`src/sv/goi_ram.sv`:
```
// ----------------------------------------------------------------------------
// goi_ram
// Generic single-clock RAM, one write port and one registered read port.
// ----------------------------------------------------------------------------
`default_nettype none

module goi_ram #(
   parameter int WIDTH = 8,
   parameter int DEPTH = 256
) (
   input  wire logic                     clock,
   input  wire logic                     wr_en,
   input  wire logic [$clog2(DEPTH)-1:0] wr_addr,
   input  wire logic [WIDTH-1:0]         wr_data,
   input  wire logic [$clog2(DEPTH)-1:0] rd_addr,
   output logic      [WIDTH-1:0]         rd_data
);

   logic [WIDTH-1:0] mem_ff [DEPTH];
   logic [WIDTH-1:0] rd_data_ff;

   always_ff @(posedge clock) begin
      if (wr_en) begin
         mem_ff[wr_addr] <= wr_data;
      end
      rd_data_ff <= mem_ff[rd_addr];
   end

   assign rd_data = rd_data_ff;

endmodule

`default_nettype wire
```
`config.mk`:
```
export PLATFORM = sky130hd
export DESIGN_NAME = goi_ram
export DESIGN_NICKNAME = d
export VERILOG_FILES = /design/src/sv/goi_ram.sv
export SDC_FILE = /design/constraint.sdc
export NUM_CORES = 2
export LEC_CHECK = 0
export BUFFER_PORTS_ARGS = -buffer_cell sky130_fd_sc_hd__buf_4
export CAP_MARGIN = 20
export CORE_ASPECT_RATIO = 0.9
export CORE_MARGIN = 2
export CORE_UTILIZATION = 45
export CTS_BUF_LIST = sky130_fd_sc_hd__clkbuf_4
export DETAILED_ROUTE_END_ITERATION = 7
export SETUP_SLACK_MARGIN = 0.4
export SLEW_MARGIN = 40
export SYNTH_ARGS = -nofsm -noshare
export SYNTH_HDL_FRONTEND = slang
export SYNTH_SLANG_ARGS = --single-unit
```
`constraint.sdc`:
```
create_clock -name clock -period 6.4 [get_ports clock]
set_input_delay 1.28 -clock clock [delete_from_list [all_inputs] [get_ports clock]]
set_output_delay 1.28 -clock clock [all_outputs]
set_load 0.03 [all_outputs]
```
==> metrics <==
Worst-Margin Slew=0.989 ns; Via density=5.93; layout cell share with drive strength beyond 1=35.2%; final core occ=50.9%; Area growth syn-to-layout=12.3%; max frequency=279 MHz; gpl congestion=0.838; DP Worst Slack=1.61 ns; final hold slack=0.360 ns; r2r endpoint=rd_data[5]$_DFF_P_; Tmin final=3.59 ns; metal2 WL=93800 um; Top delay family on crit path=simple AND/OR/NAND/NOR gates; Die X=447 um; top cell type's share of synthesized area=77.3%; CTS Root Cell=clkbuf_4; Setup crit end kind=flip-flop; core footprint=0.176 mm2; largest net degree at the start of global routing=190; commonest non-fill, non-tap cell in the layout=edfxtp_1; wirelength, routed=204000 um; Global Route Usage Sum=22.8%; clk buf depth=4; cell count after synthesis=3733; Synth Flop Type=edfxtp_1; Layout Nets=4194; Final Max Tran Viols=0; Critical Path RT=7.53 ns; Slew HR=33.5%; placed cell count=5991; clock tree sinks=2056; Resized Gates After CTS=0; # IOs=34; worst skew pair latency=1.29 ns; die area=0.180 mm2; Hold Buf Count CTS=0; Initial Utilization=45.3%; sequential fraction of design power=55.0%; pwr dens=303 mW/mm2; fillcell total=14.3k; worst r2r src=mem_ff[43][5]$_DFFE_PP_; slowest CP cell=nor4_1; WP data arrival=4.72 ns; RSZ-0062 raised after global routing=no; Yosys warning total=0; Hold Violations, Final=0; TritonCTS Buffers=537; R2R depth=6; final clock skew=0.0773 ns; M1 WL=86800 um; htree depth=6; commonest non-fill, non-tap cells in the layout=edfxtp_1 (2048), clkbuf_4 (758), mux4_2 (454); NetSw=6.06 mW; GR Overflow Total=0; switching share of total power=22.4%; design internal power=21.0 mW; critical path, cell by cell=buf_4, buf_4, nand2_1, o22ai_1, nor3_1, nor4_1, nor4_1; top cells by area, synth=edfxtp_1 (77%), mux4_2 (13%), mux2i_1 (1.7%), nor2_1 (1.3%), a22oi_1 (1.3%); count of cell types in the netlist=55; sequential area share after synthesis=77.5%; clock power share=39.8%; initial DRC count=4794; highest routed metal layer=met5; Chip Height=403 um; CP max stage delay=0.90 ns; crit start category=input port; Final WS setup=2.81 ns; WL/cell=29.7 um; VDD IR-drop max=180 uV; fin area=0.0894 mm2; Async SR Flop Fraction=0%; Post-Syn Area per Cell=21.3 um2; via count=40.7k; fin cells=6861; WL met3=18400 um; max-cap violations=0; Buf/Inv on CP=2; Synth area leader=edfxtp_1; Cell Area, Synth=0.0796 mm2; hold_sp=wr_data[2]; number of synthesized register bits=2056; kind of critical path=input port to flip-flop; IO buf count=33; vias in the first global route=41.1k; hpwl dp=122000 um; period utilization=56.0%; worst-path fanout max=39; Comb pwr share=5.2%; placed inst area=0.0827 mm2; DRC=0; CTS tree=done; run status=completed; final setup fails=0; post-route ant nets=0; First-pass DRT Iterations=5; FF-to-FF setup slack=3.56 ns; Worst Hold Depth=1; Total Power=27.0 mW; first-pass GRT wire length=293000 um; EDFF count, synth=2048; setup tns final=0 ns; Setup Fix Bufs, Post-CTS=0; hold endpoint=mem_ff[199][2]$_DFFE_PP_; post-synth net total=3759; HP Class=input port to flip-flop; initial antenna violation count=15; leakage=27.8 nW; Rows=146; clk slew on worst S/H paths=0.06 ns
-- registers in the layout (all words and copies together) (netlist names) --
signal	cells
mem_ff	2048
rd_data	8
-- cell families after synthesis --
| family | Yosys count | share of synthesized area [%] |
|---|---|---|
| flip-flops | 2056 | 77.5 |
| buffers and inverters | 235 | 1.83 |
| AO/OA/AOI/OAI | 385 | 3.42 |
| multiplexers | 591 | 14.6 |
| AND/OR/NAND/NOR | 466 | 2.63 |
-- cells in the mapped netlist (22+ instances only) --
library cell / n
a21oi_1: 96
a22oi_1: 133
buf_1: 22
buf_2: 31
buf_4: 27
clkbuf_1: 111
edfxtp_1: 2048
mux2i_1: 134
mux4_2: 454
nand2_1: 33
nand3_1: 34
nor2_1: 282
nor2b_1: 31
nor3_1: 22
nor4_1: 24
o221ai_1: 46
o22ai_1: 28
-- layout make-up --
type / count / area [um2] / area share (%)
Antenna cell: 11 / 27.5 / 0.0308
Clock buffer: 758 / 5690 / 6.37
Multi-Input combinational cell: 1442 / 17100 / 19.1
Clock inverter: 95 / 553 / 0.619
Tap cell: 2368 / 2960 / 3.32
Timing Repair Buffer: 129 / 1390 / 1.55
Inverter: 2 / 7.51 / 0.00840
Sequential cell: 2056 / 61700 / 69.0
-- worst register-to-register path, cell delays in order (launching register included) --
cell	delay, ns
edfxtp_1	0.35
mux4_2	0.47
nand2b_1	0.16
a311oi_1	0.65
o221ai_1	0.27
a211oi_1	0.69
nor4_1	0.09
-- worst max path at each step --
stage,from,to,slack [ns],cells after the start
5_1_grt,rd_addr[0],rd_data[5]$_DFF_P_,2.85,8
3_5_place_dp,rd_addr[0],rd_data[5]$_DFF_P_,1.61,8
4_1_cts,rd_data[6]$_DFF_P_,rd_data[6],2.81,1
2_1_floorplan,rd_addr[0],rd_data[2]$_DFF_P_,3.18,9
3_3_place_gp,rd_addr[0],rd_data[7]$_DFF_P_,1.16,7
6_report,rd_addr[2],rd_data[7]$_DFF_P_,2.81,7
-- metal layers --
layer	global-route usage, %	vias up
met5	0	-
met4	7.22	2
met3	5.76	301
met2	33.6	1971
met1	33.5	21495
li1	-	16889
-- power groups by stage --
stage          registers [mW]  logic (mW)  clock network, mW
2_1_floorplan            15.2       0.721                  0
3_3_place_gp             15.2        1.36                  0
3_5_place_dp             15.2        1.38                  0
4_1_cts                  14.9        1.39               11.0
5_1_grt                  14.9        1.47               11.7
6_report                 14.9        1.40               10.8
No activity file was read; power rests on OpenSTA's default activity.
